==> src/design/wwpc_pkg.sv <==
// shared types, constants and byte helpers for the whole-word pattern censor
// used by the censor top level, its cells and its output queue; depends on nothing
package wwpc_pkg;

	localparam int BYTE_W = 8;
	localparam int PAT_W  = 64;
	localparam int LEN_W  = 4;
	localparam int CFG_IDX_W = 2;

	localparam logic [CFG_IDX_W-1:0] REG_PATTERN_BYTES    = 2'd0;
	localparam logic [CFG_IDX_W-1:0] REG_PATTERN_LEN      = 2'd1;
	localparam logic [CFG_IDX_W-1:0] REG_REPLACEMENT_CHAR = 2'd2;

	localparam logic [BYTE_W-1:0] REPL_RESET = 8'h2a;
	localparam logic [BYTE_W-1:0] CASE_GAP   = 8'd32;

	typedef logic [BYTE_W-1:0] byte_t;

	// per-cell controls for one cycle
	typedef struct packed {
		logic  emit;   // head leaves, window moves down one place
		logic  load;   // this cell takes the incoming byte
		logic  ovw;    // this cell takes the replacement while shifting
		byte_t repl;
	} cell_ctl_t;

	typedef struct packed {
		logic  last;
		byte_t data;
	} out_item_t;

	function automatic logic is_letter(input byte_t c);
		return (c inside {["a":"z"], ["A":"Z"]});
	endfunction

	function automatic byte_t fold(input byte_t c);
		if (c inside {["A":"Z"]})
			return c + CASE_GAP;
		return c;
	endfunction

endpackage

==> src/design/whole_word_pattern_censor.sv <==
// top level of the whole-word pattern censor: config registers, window control
// depends on wwpc_pkg, wwpc_cell, wwpc_out_buf
//
// Text bytes enter on the slave stream and leave in order on the master stream,
// every byte of a case-insensitive, whole-word match of the configured pattern
// being replaced by replacement_char. The block takes one byte per cycle
// while the output queue has space and no flush is running; the head of a row
// of PATTERN_MAX+1 window cells is decided as each byte moves out, so once
// pattern_len bytes are held every input byte pushes one byte out. A byte with
// tlast flushes the window at one byte per cycle while the queue has space,
// holding s_axis_tready low until it is empty. Output beats pass a two-entry
// queue, so a stalled master side does not stop input at once.
// The window needs no clearing after reset. Configuration goes in between texts.
module whole_word_pattern_censor
	import wwpc_pkg::*;
#(
	parameter int PATTERN_MAX = 8
) (
	input  logic                 clk,
	input  logic                 arst_n,
	input  logic                 cfg_valid,
	output logic                 cfg_ready,
	input  logic [CFG_IDX_W-1:0] cfg_index,
	input  logic [PAT_W-1:0]     cfg_data,
	input  logic                 s_axis_tvalid,
	output logic                 s_axis_tready,
	input  logic [7:0]           s_axis_tdata,  // in_byte
	input  logic                 s_axis_tlast,  // in_last
	output logic                 m_axis_tvalid,
	input  logic                 m_axis_tready,
	output logic [7:0]           m_axis_tdata,  // out_byte
	output logic                 m_axis_tlast   // out_last
);

	localparam int DEPTH = PATTERN_MAX + 1;
	localparam int CW    = $clog2(PATTERN_MAX + 2);
	localparam int IW    = $clog2(DEPTH);
	localparam logic [LEN_W-1:0] PMAX_LEN = LEN_W'(PATTERN_MAX);

	logic [PAT_W-1:0] pattern_q;
	logic [LEN_W-1:0] len_q;
	byte_t            repl_q;

	logic [CW-1:0] pend_q;
	logic [CW-1:0] skip_q;
	byte_t         before_q;
	logic          start_q;
	logic          flush_q;

	logic [CW-1:0] n;
	logic [CW-1:0] pend_eff;
	logic          accept, flush_eff, work_cur, work_eff, emit;
	logic          head_match, decide, before_ok, after_ok, replace, text_end;
	logic          space;
	out_item_t     item;

	cell_ctl_t ctl [DEPTH];
	byte_t     eff [DEPTH];
	byte_t     nbr [DEPTH];
	logic [DEPTH-1:0] hit;

	assign cfg_ready = 1'b1;

	always_ff @(posedge clk or negedge arst_n) begin
		if (!arst_n) begin
			pattern_q <= '0;
			len_q     <= '0;
			repl_q    <= REPL_RESET;
		end else if (cfg_valid) begin
			case (cfg_index)
				REG_PATTERN_BYTES:    pattern_q <= cfg_data;
				REG_PATTERN_LEN:      len_q     <= cfg_data[LEN_W-1:0];
				REG_REPLACEMENT_CHAR: repl_q    <= cfg_data[BYTE_W-1:0];
				default: ;
			endcase
		end
	end

	// longer lengths saturate at PATTERN_MAX
	assign n = (len_q > PMAX_LEN) ? CW'(PATTERN_MAX) : CW'(len_q);

	assign work_cur = (pend_q != '0) && (flush_q || (pend_q > n));
	assign s_axis_tready = !work_cur && space;
	assign accept    = s_axis_tvalid && s_axis_tready;
	assign pend_eff  = pend_q + CW'(accept);
	assign flush_eff = flush_q || (accept && s_axis_tlast);
	assign work_eff  = (pend_eff != '0) && (flush_eff || (pend_eff > n));
	assign emit      = work_eff && space;

	always_comb begin
		head_match = 1'b1;
		for (int i = 0; i < DEPTH; i++) begin
			head_match = head_match && (hit[i] || !(CW'(i) < n));
		end
	end

	assign decide    = emit && (skip_q == '0) && (n != '0) && (pend_eff >= n) && head_match;
	assign before_ok = start_q || !is_letter(before_q);
	assign after_ok  = (pend_eff == n) || !is_letter(eff[n[IW-1:0]]);
	assign replace   = decide && before_ok && after_ok;
	assign text_end  = emit && flush_eff && (pend_eff == CW'(1));

	assign item.data = replace ? repl_q : eff[0];
	assign item.last = text_end;

	for (genvar i = 0; i < DEPTH; i++) begin : g_cell
		byte_t pat_byte;

		if (i < PATTERN_MAX) begin : g_pat
			assign pat_byte = pattern_q[BYTE_W*i +: BYTE_W];
		end else begin : g_nopat
			assign pat_byte = '0;
		end

		if (i < DEPTH - 1) begin : g_nbr
			assign nbr[i] = eff[i+1];
		end else begin : g_end
			assign nbr[i] = '0;
		end

		assign ctl[i].emit = emit;
		assign ctl[i].load = accept && (pend_q == CW'(i));
		assign ctl[i].ovw  = replace && (CW'(i + 1) < n);
		assign ctl[i].repl = repl_q;

		wwpc_cell u_cell (
			.clk      (clk),
			.ctl      (ctl[i]),
			.in_byte  (s_axis_tdata),
			.pat_byte (pat_byte),
			.nbr_eff  (nbr[i]),
			.eff      (eff[i]),
			.hit      (hit[i])
		);
	end

	always_ff @(posedge clk or negedge arst_n) begin
		if (!arst_n) begin
			pend_q   <= '0;
			skip_q   <= '0;
			before_q <= '0;
			start_q  <= 1'b1;
			flush_q  <= 1'b0;
		end else begin
			pend_q <= pend_eff - CW'(emit);
			if (text_end) begin
				skip_q   <= '0;
				before_q <= '0;
				start_q  <= 1'b1;
				flush_q  <= 1'b0;
			end else begin
				flush_q <= flush_eff;
				if (decide) begin
					skip_q <= n - CW'(1);
				end else if (emit && (skip_q != '0)) begin
					skip_q <= skip_q - CW'(1);
				end
				if (emit) begin
					before_q <= item.data;
					start_q  <= 1'b0;
				end
			end
		end
	end

	wwpc_out_buf u_out_buf (
		.clk           (clk),
		.arst_n        (arst_n),
		.push          (emit),
		.push_item     (item),
		.space         (space),
		.m_axis_tvalid (m_axis_tvalid),
		.m_axis_tready (m_axis_tready),
		.m_axis_tdata  (m_axis_tdata),
		.m_axis_tlast  (m_axis_tlast)
	);

endmodule

==> src/design/wwpc_cell.sv <==
// one window cell: holds a pending text byte, hands it to its lower neighbor
// depends on wwpc_pkg
module wwpc_cell
	import wwpc_pkg::*;
(
	input  logic      clk,
	input  cell_ctl_t ctl,
	input  byte_t     in_byte,
	input  byte_t     pat_byte,
	input  byte_t     nbr_eff,
	output byte_t     eff,
	output logic      hit
);

	byte_t cell_q;

	// view of the window with the incoming byte already appended
	assign eff = ctl.load ? in_byte : cell_q;
	assign hit = (fold(eff) == fold(pat_byte));

	always_ff @(posedge clk) begin
		if (ctl.emit) begin
			cell_q <= ctl.ovw ? ctl.repl : nbr_eff;
		end else begin
			cell_q <= eff;
		end
	end

endmodule

==> src/design/wwpc_out_buf.sv <==
// two-entry output queue between the window and the master stream side
// depends on wwpc_pkg
module wwpc_out_buf
	import wwpc_pkg::*;
(
	input  logic      clk,
	input  logic      arst_n,
	input  logic      push,
	input  out_item_t push_item,
	output logic      space,
	output logic      m_axis_tvalid,
	input  logic      m_axis_tready,
	output logic [7:0] m_axis_tdata,  // out_byte
	output logic      m_axis_tlast    // out_last
);

	out_item_t mem [2];
	logic       wr_q;
	logic       rd_q;
	logic [1:0] cnt_q;
	logic       pop;
	out_item_t  head;

	assign pop           = m_axis_tvalid && m_axis_tready;
	assign space         = (cnt_q != 2'd2);
	assign m_axis_tvalid = (cnt_q != 2'd0);
	assign head          = mem[rd_q];
	assign m_axis_tdata  = head.data;
	assign m_axis_tlast  = head.last;

	always_ff @(posedge clk) begin
		if (push) begin
			mem[wr_q] <= push_item;
		end
	end

	always_ff @(posedge clk or negedge arst_n) begin
		if (!arst_n) begin
			wr_q  <= 1'b0;
			rd_q  <= 1'b0;
			cnt_q <= 2'd0;
		end else begin
			if (push) wr_q <= !wr_q;
			if (pop) rd_q <= !rd_q;
			cnt_q <= cnt_q + 2'(push) - 2'(pop);
		end
	end

endmodule

==> config.mk <==
export PLATFORM = sky130hd
export DESIGN_NAME = whole_word_pattern_censor
export DESIGN_NICKNAME = d
export VERILOG_FILES = /design/src/design/wwpc_pkg.sv /design/src/design/whole_word_pattern_censor.sv /design/src/design/wwpc_cell.sv /design/src/design/wwpc_out_buf.sv
export SDC_FILE = /design/constraint.sdc
export NUM_CORES = 1
export LEC_CHECK = 0
export ABC_AREA = 1
export BUFFER_PORTS_ARGS = -buffer_cell sky130_fd_sc_hd__buf_4
export CORE_MARGIN = 2
export CORE_UTILIZATION = 54
export DETAILED_ROUTE_END_ITERATION = 10
export PLACE_DENSITY = 0.7
export SLEW_MARGIN = 20
export SYNTH_ARGS = -nofsm -noshare
export SYNTH_HDL_FRONTEND = slang
export SYNTH_HIERARCHICAL = 1
export SYNTH_SLANG_ARGS = --single-unit
export TNS_END_PERCENT = 10
==> constraint.sdc <==
create_clock -name clk -period 14.55 [get_ports clk]
set_clock_uncertainty 0.05 [all_clocks]
set_input_delay 2.1825 -clock clk [delete_from_list [all_inputs] [get_ports clk]]
set_output_delay 2.1825 -clock clk [all_outputs]
set_load 0.05 [all_outputs]
==> results.yml, run 1 <==
critical_path:
  timing.rr.end: "g_cell[5].u_cell/cell_q[4]$_DFF_P_"
  startpoint_type: "flip-flop"
  cp_top_family: "simple AND/OR/NAND/NOR gates"
  worstReg2RegStart: "len_q[3]$_DFFE_PN0P_"
  crit_slowest_cell: "nor2_1"
  path_max_fanout: 18
  path_class: "flip-flop to flip-flop"
  cp_slowest_stage_delay_ps: 670
  crit_arrival_ps: 7650
  ff2ff_setup_slack_ps: 7120
  reg2reg_depth: 37
  worstPathRequired_ps: 14770
  cp_num_buf_inv: 6
  end_kind: "flip-flop"
  cp_common_cell: "nand2_1"
grt:
  grt-ovfl-total: 0
  grt_pass1_vias: 11700
  use_met1_pct: 39.7
  grt_max_degree: 89
  use_met3_pct: 4.05
  grt_pass1_wl_um: 59400
  antenna_found_initial: 0
  grt.busiest_layer: "met2"
  grt_use_total_pct: 28.6
  grtUsageMet2_pct: 45.9
floorplan:
  start_util_pct: 54.9
  die_h_um: 161
  core.rowCount: 57
  core_sq_um: 24200
  die_w_um: 161
  dieArea_sq_um: 25900
  ios: 92
sta:
  setup_ws_ps: 7120
  slew_violations: 0
  rsz0062_at_grt: "false"
  relSlewSlack_pct: 36.0
  period_needed_ps: 7430
  finalHoldViolCount: 0
  worstMarginPinSlew_ps: 960
  setup_tns_ps: 0
  setup_viol: 0
  fmax_mhz: 135
  post-route-period-util_pct: 51.1
power:
  leakagePower_nw: 7.99
  peakVddDrop_uv: 130
  power_density_nw_per_um2: 204
  total_power_mw: 3.05
finish:
  area_delta_synth_final_pct: 12.3
  drive_gt1_share_pct: 15.5
  n_antenna_cell: 0
  utilization_pct: 61.6
  nFillCells: 2262
  nets: 2174
  regArea_sq_um: 4410
  multi_input_comb_area_sq_um: 7460
logic_synthesis:
  yosys-top-cells-count: "nand2_1 (511), inv_1 (328), nor2_1 (168), o21ai_0 (118), nand3_1 (109)"
  synth.most_common_cell: "nand2_1"
  async_flop_share_pct: 51.9
  synth-edff-count: 18
  syn_area_sq_um: 13300
  synth_area_leaders: "dfrtp_1 (17%), nand2_1 (14%), dfxtp_1 (11%)"
  synth_seq_cells: 187
  ys.warnings.count: 6
  syn_avg_cell_area_sq_um: 6.85
  ys_types: 48
  ys_seq_area_share_pct: 33.2
  synth_area_leader_cell: "dfrtp_1"
  synthFlopType: "dfrtp_1"
  yosysTopAreaCellShare_pct: 17.5
  synth_cells: 1943
hold_path:
  hold_end: "start_q$_DFFE_PN1P_"
  whs_path_depth: 2
  hp-class: "flip-flop to flip-flop"
  worstHoldStart: "start_q$_DFFE_PN1P_"
cts:
  cts-resized-gates: 0
  cts_root_buffer: "clkbuf_16"
  cts_setup_buffers: 0
  cts_tree: "yes"
  ctsLongestPathBuffers: 2
  insertion_delay_ps: 440
  ctsHoldBuffers: 0
  htreeDepth: 4
  numClockSinks: 187
  numCtsBuffers: 17
  clk_pin_slew_ps: 80
routing:
  drc: 0
  viasPerCell: 5.29
  post_drt_wl_per_cell_um: 15.3
  wirelength_um: 36700
  firstDrtPassIters: 8
  route.antenna.remaining_nets: 0
  dr_total_vias: 12700
  drtIter0Drc: 980
place:
  pre_cts_slack_ps: 7200
  gp_routability_congestion: 0.961
  io_buffers: 90
  dpl.hpwl_um: 26500
status:
  status: "finished, final reports clean"
job:
  drv_cap: 0
-- cells by family after synthesis --
logic type / share of synthesized area [%]
buffers and inverters: 12.0
adder cells (fa/ha/maj): 3.39
AO/OA/AOI/OAI: 10.6
flip-flops: 33.2
multiplexers: 4.82
AND/OR/NAND/NOR: 31.9
XOR/XNOR: 4.07
other: 0.0565
-- layout by cell type, fill, tap and decap left out, drive strengths merged, types with 2 or more instances in the layout --
master    Yosys  routed
clkinv        0       3
edfxtp       18      18
dfrtp        93      93
ha           36      36
nand3       120     120
dfstp         4       4
nand2       573     573
a21oi        19      19
nand3b       21      21
clkinvlp      0       2
and2          8       8
xnor2        21      21
or2           2       2
dfxtp        72      72
o22ai        63      63
o21ai       136     136
nor2        190     190
inv         356     363
bufinv        0       2
a31oi        10      10
xor2         40      40
o21bai        5       5
clkbuf       17      18
o211ai        8       8
nand4        24      24
nor3         20      20
mux2         56      56
buf          22      96
conb          2      41
-- through the flow --
| stage | area [sq um] | std cells | hold slack [ps] |
|---|---|---|---|
| 2_1_floorplan | 13400 | 1982 | 398 |
| 4_1_cts | 14900 | 2395 | 423 |
| 3_3_place_gp | 14300 | 2363 | 409 |
| 3_5_place_dp | 14300 | 2363 | 410 |
| 5_1_grt | 14900 | 2395 | 436 |
| 6_report | 14900 | 2395 | 423 |
-- per-layer routing --
layer  up-vias  share of wire (%)
li1       6340                  -
met1      5779                 44
met2       459                 45
met3        95                7.2
met4         0                3.6
met5         -                  0
-- worst max-delay path by stage --
stage                                          to  slack (ps)  depth (start not counted)                 start
2_1_floorplan  g_cell[7].u_cell/cell_q[0]$_DFF_P_        8720                         30         s_axis_tvalid
3_3_place_gp   g_cell[7].u_cell/cell_q[3]$_DFF_P_        7420                         29         s_axis_tvalid
3_5_place_dp   g_cell[6].u_cell/cell_q[0]$_DFF_P_        7200                         37  len_q[3]$_DFFE_PN0P_
4_1_cts        g_cell[7].u_cell/cell_q[4]$_DFF_P_        7120                         39  len_q[3]$_DFFE_PN0P_
5_1_grt        g_cell[5].u_cell/cell_q[4]$_DFF_P_        6420                         37  len_q[3]$_DFFE_PN0P_
6_report       g_cell[5].u_cell/cell_q[4]$_DFF_P_        7120                         37  len_q[3]$_DFFE_PN0P_
-- cell type report --
cell class              instances  share of cell area (%)
clock buffers                  18                    2.87
repair buffers                 96                    4.82
inverters                     356                    8.95
flip-flops and latches        187                    29.5
clock inverters                14                    1.19
well taps                     324                    2.71
multi-input cells            1400                    49.9
-- power by group --
group          switching (mW)  leakage [nW]  internal [mW]
clock                   0.228         0.292          0.262
sequential              0.130          1.94          0.734
combinational            1.11          5.76          0.585
total                    1.47          7.99           1.58
-- tightest hold or removal path, cell delays in order (launching register included) --
cell     delay [ps]
dfstp_2         370
nand2_1          50
nand2_1          50
-- state kept, by name (all words and copies together), names as in the netlist --
name / cells
u_out_buf/mem: 18
repl_q: 8
pend_q: 4
skip_q: 4
pattern_q: 64
u_out_buf/wr_q: 1
u_out_buf/cnt_q: 2
flush_q: 1
len_q: 4
u_out_buf/rd_q: 1
start_q: 1
g_cell.u_cell/cell_q: 72
before_q: 7
Note: power is estimated with default switching activity, not from simulation.
==> run 2: changes to the inputs <==
--- a/config.mk
+++ b/config.mk
@@ -10,7 +10,7 @@
 export CORE_MARGIN = 2
 export CORE_UTILIZATION = 54
 export DETAILED_ROUTE_END_ITERATION = 10
-export PLACE_DENSITY = 0.7
+export PLACE_DENSITY = 0.73
 export SLEW_MARGIN = 20
 export SYNTH_ARGS = -nofsm -noshare
 export SYNTH_HDL_FRONTEND = slang
==> constraint.sdc (replaced) <==
create_clock -name clk -period 6.43 [get_ports clk]
set_clock_uncertainty 0.05 [all_clocks]
set_input_delay 0.9645 -clock clk [delete_from_list [all_inputs] [get_ports clk]]
set_output_delay 0.9645 -clock clk [all_outputs]
set_load 0.05 [all_outputs]
==> results.yml, run 2 (synthesis gave the netlist of run 1 again) <==
critical_path:
  path_max_fanout: 12
  crit_arrival_ps: 6110
  crit_slowest_cell: "dfrtp_1"
  startpoint_type: "flip-flop"
  cp_common_cell: "nand2_1"
  end_kind: "flip-flop"
  worstPathRequired_ps: 6680
  reg2reg_depth: 42
  cp_slowest_stage_delay_ps: 410
  path_class: "flip-flop to flip-flop"
place:
  io_buffers: 90
  gp_routability_congestion: 0.958
  placed_cell_area_sq_um: 14500
  dpl.hpwl_um: 27200
  placedCellCount: 2382
power:
  total_power_mw: 6.88
  internal_power_mw: 3.54
  switching_power_mw: 3.35
  leakagePower_nw: 8.09
  pwr-share-clk_pct: 15.1
  power_density_nw_per_um2: 457
  pwr-share-seq_pct: 28.1
  peakVddDrop_uv: 316
  switching_share_pct: 48.6
  p_comb_share_pct: 56.8
job:
  drv_cap: 0
finish:
  layout.cells.non_filler: 2417
  largest_register_ffs: 72
  final_cell_mix: "nand2_1 (511), inv_1 (327), nor2_1 (166)"
  n_antenna_cell: 0
  layout_commonest_cell: "nand2_1"
  largest_registers: "g_cell.u_cell/cell_q x72, pattern_q x64, u_out_buf/mem x18"
  top_register: "g_cell.u_cell/cell_q"
  drive_gt1_share_pct: 16.5
  final_area_sq_um: 15100
  nets: 2196
  area_delta_synth_final_pct: 13.3
cts:
  cts_root_buffer: "clkbuf_16"
  clk_pin_slew_ps: 70
  cts_tree: "yes"
  ctsLongestPathBuffers: 2
  numCtsBuffers: 17
  numClockSinks: 187
  htreeDepth: 4
  insertion_delay_ps: 440
  ctsHoldBuffers: 0
sta:
  slew_violations: 0
  relSlewSlack_pct: 34.3
  rsz0062_at_grt: "false"
  finalHoldViolCount: 0
  setup_tns_ps: 0
  worstMarginPinSlew_ps: 985
  post-route-period-util_pct: 91.1
  setup_viol: 0
  fmax_mhz: 171
  holdWs_ps: 436
  period_needed_ps: 5860
routing:
  dr_total_vias: 12900
  post_drt_wl_per_cell_um: 15.4
  drtIter0Drc: 1302
  viasPerCell: 5.33
  firstDrtPassIters: 6
  wirelength_um: 37200
  route.antenna.remaining_nets: 0
  drc: 0
hold_path:
  hp-class: "flip-flop to flip-flop"
  whs_path_depth: 2
grt:
  grt_max_degree: 84
  grt-ovfl-total: 0
  grt_use_total_pct: 28.9
  grt_pass1_wl_um: 59900
  grt_pass1_vias: 11800
  antenna_found_initial: 0
floorplan:
  core_sq_um: 24200
  die_h_um: 161
  die_w_um: 161
  core.rowCount: 57
  ios: 92
  start_util_pct: 54.9
  dieArea_sq_um: 25900
status:
  status: "finished, final reports clean"
## run 2: path summary, 6_finish.rpt
path / startpoint / endpoint / slack (ps)
min in group asynchronous: arst_n / pattern_q[62]$_DFFE_PN0P_ / 480
worst max register to register: len_q[3]$_DFFE_PN0P_ / g_cell[5].u_cell/cell_q[5]$_DFF_P_ / 570
worst min-delay path: before_q[7]$_DFFE_PN0P_ / before_q[7]$_DFFE_PN0P_ / 440
worst max-delay path: len_q[3]$_DFFE_PN0P_ / g_cell[5].u_cell/cell_q[5]$_DFF_P_ / 570
worst min register to register: before_q[7]$_DFFE_PN0P_ / before_q[7]$_DFFE_PN0P_ / 440
max in group asynchronous: arst_n / len_q[0]$_DFFE_PN0P_ / 4700
## run 2: critical path, delay by kind of cell, from the launching register on
family / cells / cell delay [ps]
AND/OR/NAND/NOR: 24 / 2760
AO/OA/AOI/OAI: 5 / 570
buffers and inverters: 11 / 1310
adder cells (fa/ha/maj): 2 / 630
flip-flops: 1 / 410
## run 2: power groups by stage
| stage | Clock, mW | Combinational (mW) | Sequential [mW] |
|---|---|---|---|
| 2_1_floorplan | 0 | 3.00 | 1.84 |
| 4_1_cts | 1.05 | 3.86 | 1.93 |
| 6_report | 1.04 | 3.91 | 1.94 |
| 5_1_grt | 1.09 | 4.38 | 1.98 |
| 3_5_place_dp | 0 | 3.84 | 1.95 |
| 3_3_place_gp | 0 | 3.75 | 1.94 |
## run 2: layer usage
metal / vias to the layer above / wire length (um) / GRT usage (%)
met5: - / 0 / 0
met1: 5920 / 16300 / 39.1
met3: 103 / 2510 / 3.82
met4: 0 / 1340 / 10.3
met2: 449 / 17100 / 47.5
li1: 6416 / - / -
## run 2: what timing repair did
action,CTS,global route
setup buffers,0,3
resized for setup,0,3
setup endpoints to repair,0,47
## run 2: metrics by stage
stage / utilization (%) / setup slack, ps
2_1_floorplan: - / 853
5_1_grt: 62.2 / 64.7
3_3_place_gp: 59.7 / 633
6_report: 62.2 / 575
4_1_cts: 62.0 / 494
3_5_place_dp: 59.7 / 507
## run 2: area by class of cell
class                      instances  area [sq um]
sequential                       187          4410
multi-input combinational       1400          7460
timing repair buffer             118           898
tap                              324           405
inverter                         356          1340
fill                            2251          9170
clock buffer                      18           429
clock inverter                    14           130
==> run 3: changes to the inputs <==
--- a/config.mk
+++ b/config.mk
@@ -9,8 +9,10 @@
 export BUFFER_PORTS_ARGS = -buffer_cell sky130_fd_sc_hd__buf_4
 export CORE_MARGIN = 2
 export CORE_UTILIZATION = 54
+export CTS_BUF_LIST = sky130_fd_sc_hd__clkbuf_8
 export DETAILED_ROUTE_END_ITERATION = 10
 export PLACE_DENSITY = 0.73
+export RECOVER_POWER = 50
 export SLEW_MARGIN = 20
 export SYNTH_ARGS = -nofsm -noshare
 export SYNTH_HDL_FRONTEND = slang
==> results.yml, run 3 (synthesis gave the netlist of run 1 again) <==
sta:
  setup_ws_ps: 554
  post-route-period-util_pct: 91.4
  fmax_mhz: 170
  rsz0062_at_grt: "false"
  slew_violations: 173
  setup_viol: 0
  period_needed_ps: 5880
  finalHoldViolCount: 0
  setup_tns_ps: 0
  holdWs_ps: 445
  relSlewSlack_pct: -110
  worstMarginPinSlew_ps: 3150
routing:
  drc: 0
  viasPerCell: 5.29
  wirelength_um: 37100
  drtIter0Drc: 1356
  route.antenna.remaining_nets: 0
  firstDrtPassIters: 6
  dr_total_vias: 12800
  post_drt_wl_per_cell_um: 15.4
cts:
  clk_pin_slew_ps: 100
  ctsHoldBuffers: 0
  ctsLongestPathBuffers: 2
  insertion_delay_ps: 490
  numClockSinks: 187
  cts_root_buffer: "clkbuf_8"
  htreeDepth: 4
  cts_tree: "yes"
  numCtsBuffers: 17
power:
  pwr-share-seq_pct: 29.3
  pwr-share-clk_pct: 11.8
  peakVddDrop_uv: 309
  switching_share_pct: 50.1
  switching_power_mw: 3.31
  power_density_nw_per_um2: 445
  total_power_mw: 6.62
  leakagePower_nw: 8.00
  internal_power_mw: 3.30
  p_comb_share_pct: 59.0
grt:
  grt_pass1_vias: 11800
  antenna_found_initial: 0
  grt_use_total_pct: 28.7
  grt_max_degree: 84
  grt_pass1_wl_um: 59500
  grt-ovfl-total: 0
finish:
  nFillCells: 2293
  drive_gt1_share_pct: 16.2
  nets: 2196
  n_antenna_cell: 0
  regArea_sq_um: 4410
  layout.cells.non_filler: 2417
  area_delta_synth_final_pct: 11.7
  final_cell_mix: "nand2_1 (511), inv_1 (329), nor2_1 (166)"
  layout_commonest_cell: "nand2_1"
  largest_register_ffs: 72
  top_register: "g_cell.u_cell/cell_q"
  multi_input_comb_area_sq_um: 7450
  largest_registers: "g_cell.u_cell/cell_q x72, pattern_q x64, u_out_buf/mem x18"
critical_path:
  crit_slowest_cell: "dfrtp_1"
  cp_slowest_stage_delay_ps: 420
  startpoint_type: "flip-flop"
  worstPathRequired_ps: 6720
  ff2ff_setup_slack_ps: 550
  path_max_fanout: 12
  path_class: "flip-flop to flip-flop"
  timing.rr.end: "g_cell[4].u_cell/cell_q[2]$_DFF_P_"
  worstReg2RegStart: "len_q[3]$_DFFE_PN0P_"
  cp_common_cell: "nand2_1"
  end_kind: "flip-flop"
  crit_arrival_ps: 6170
  reg2reg_depth: 42
place:
  gp_routability_congestion: 0.958
  io_buffers: 90
  pre_cts_slack_ps: 507
  placedCellCount: 2382
  dpl.hpwl_um: 27200
status:
  status: "complete, but fails checks"
  violations: "capacitance limit, slew limit"
floorplan:
  start_util_pct: 54.9
  die_w_um: 161
  ios: 92
  dieArea_sq_um: 25900
  core.rowCount: 57
  core_sq_um: 24200
  die_h_um: 161
job:
  drv_cap: 3
hold_path:
  worstHoldStart: "start_q$_DFFE_PN1P_"
  hold_end: "start_q$_DFFE_PN1P_"
  hp-class: "flip-flop to flip-flop"
  whs_path_depth: 2
-- run 3: cell types whose count changed in the layout (fill, tap and decap cells not counted) --
cell,delta
clkbuf_16,-17
clkbuf_8,+17
buf_4,-5
clkbuf_1,+2
clkbuf_4,+2
inv_1,+2
inv_2,-1
nand3_1,+1
nand3_4,-1
-- run 3: per-stage QoR --
stage,util [%],instance area (sq um)
4_1_cts,61.3,14900
3_3_place_gp,59.7,14500
6_report,61.3,14900
2_1_floorplan,-,13400
5_1_grt,61.3,14900
3_5_place_dp,59.7,14500
-- run 3: what timing repair did --
item,in CTS,in global routing
setup endpoints to repair,0,46
resized for setup,0,3
setup buffers,0,3
-- run 3: cell type report --
class                      count  share of cell area, %
multi-input combinational   1400                   50.1
sequential                   187                   29.7
inverter                     356                   9.01
timing repair buffer         118                   5.97
tap                          324                   2.73
clock buffer                  17                   1.57
clock inverter                15                  0.901
-- run 3: power groups by stage --
stage	combinational, mW	clock [mW]	sequential [mW]
2_1_floorplan	3.00	0	1.84
3_3_place_gp	3.75	0	1.94
3_5_place_dp	3.84	0	1.95
4_1_cts	3.86	0.785	1.93
5_1_grt	4.37	0.829	1.98
6_report	3.90	0.778	1.94
-- run 3: worst max path at each step --
stage	from	endpoint	slack (ps)	cells after the start
2_1_floorplan	len_q[3]$_DFFE_PN0P_	g_cell[7].u_cell/cell_q[0]$_DFF_P_	850	41
4_1_cts	len_q[2]$_DFFE_PN0P_	g_cell[0].u_cell/cell_q[4]$_DFF_P_	490	40
3_5_place_dp	len_q[0]$_DFFE_PN0P_	g_cell[0].u_cell/cell_q[4]$_DFF_P_	510	40
6_report	len_q[3]$_DFFE_PN0P_	g_cell[4].u_cell/cell_q[2]$_DFF_P_	550	42
3_3_place_gp	len_q[0]$_DFFE_PN0P_	g_cell[5].u_cell/cell_q[5]$_DFF_P_	630	41
5_1_grt	len_q[3]$_DFFE_PN0P_	g_cell[2].u_cell/cell_q[3]$_DFF_P_	60	42
-- run 3: layer usage --
| layer | global-route usage [%] | up-vias | wire, um |
|---|---|---|---|
| met5 | 0 | - | 0 |
| met4 | 10.3 | 0 | 1130 |
| met3 | 3.69 | 77 | 2910 |
| met2 | 47.1 | 481 | 17200 |
| met1 | 38.9 | 5847 | 15900 |
| li1 | - | 6387 | - |
-- run 3: worst max-delay path: cells and delay by family (launching register included) --
| family | cells | cell delay [ps] |
|---|---|---|
| compound gates | 5 | 590 |
| fa+ha+maj | 2 | 630 |
| buf+inv | 11 | 1300 |
| flops | 1 | 420 |
| simple gates | 24 | 2740 |
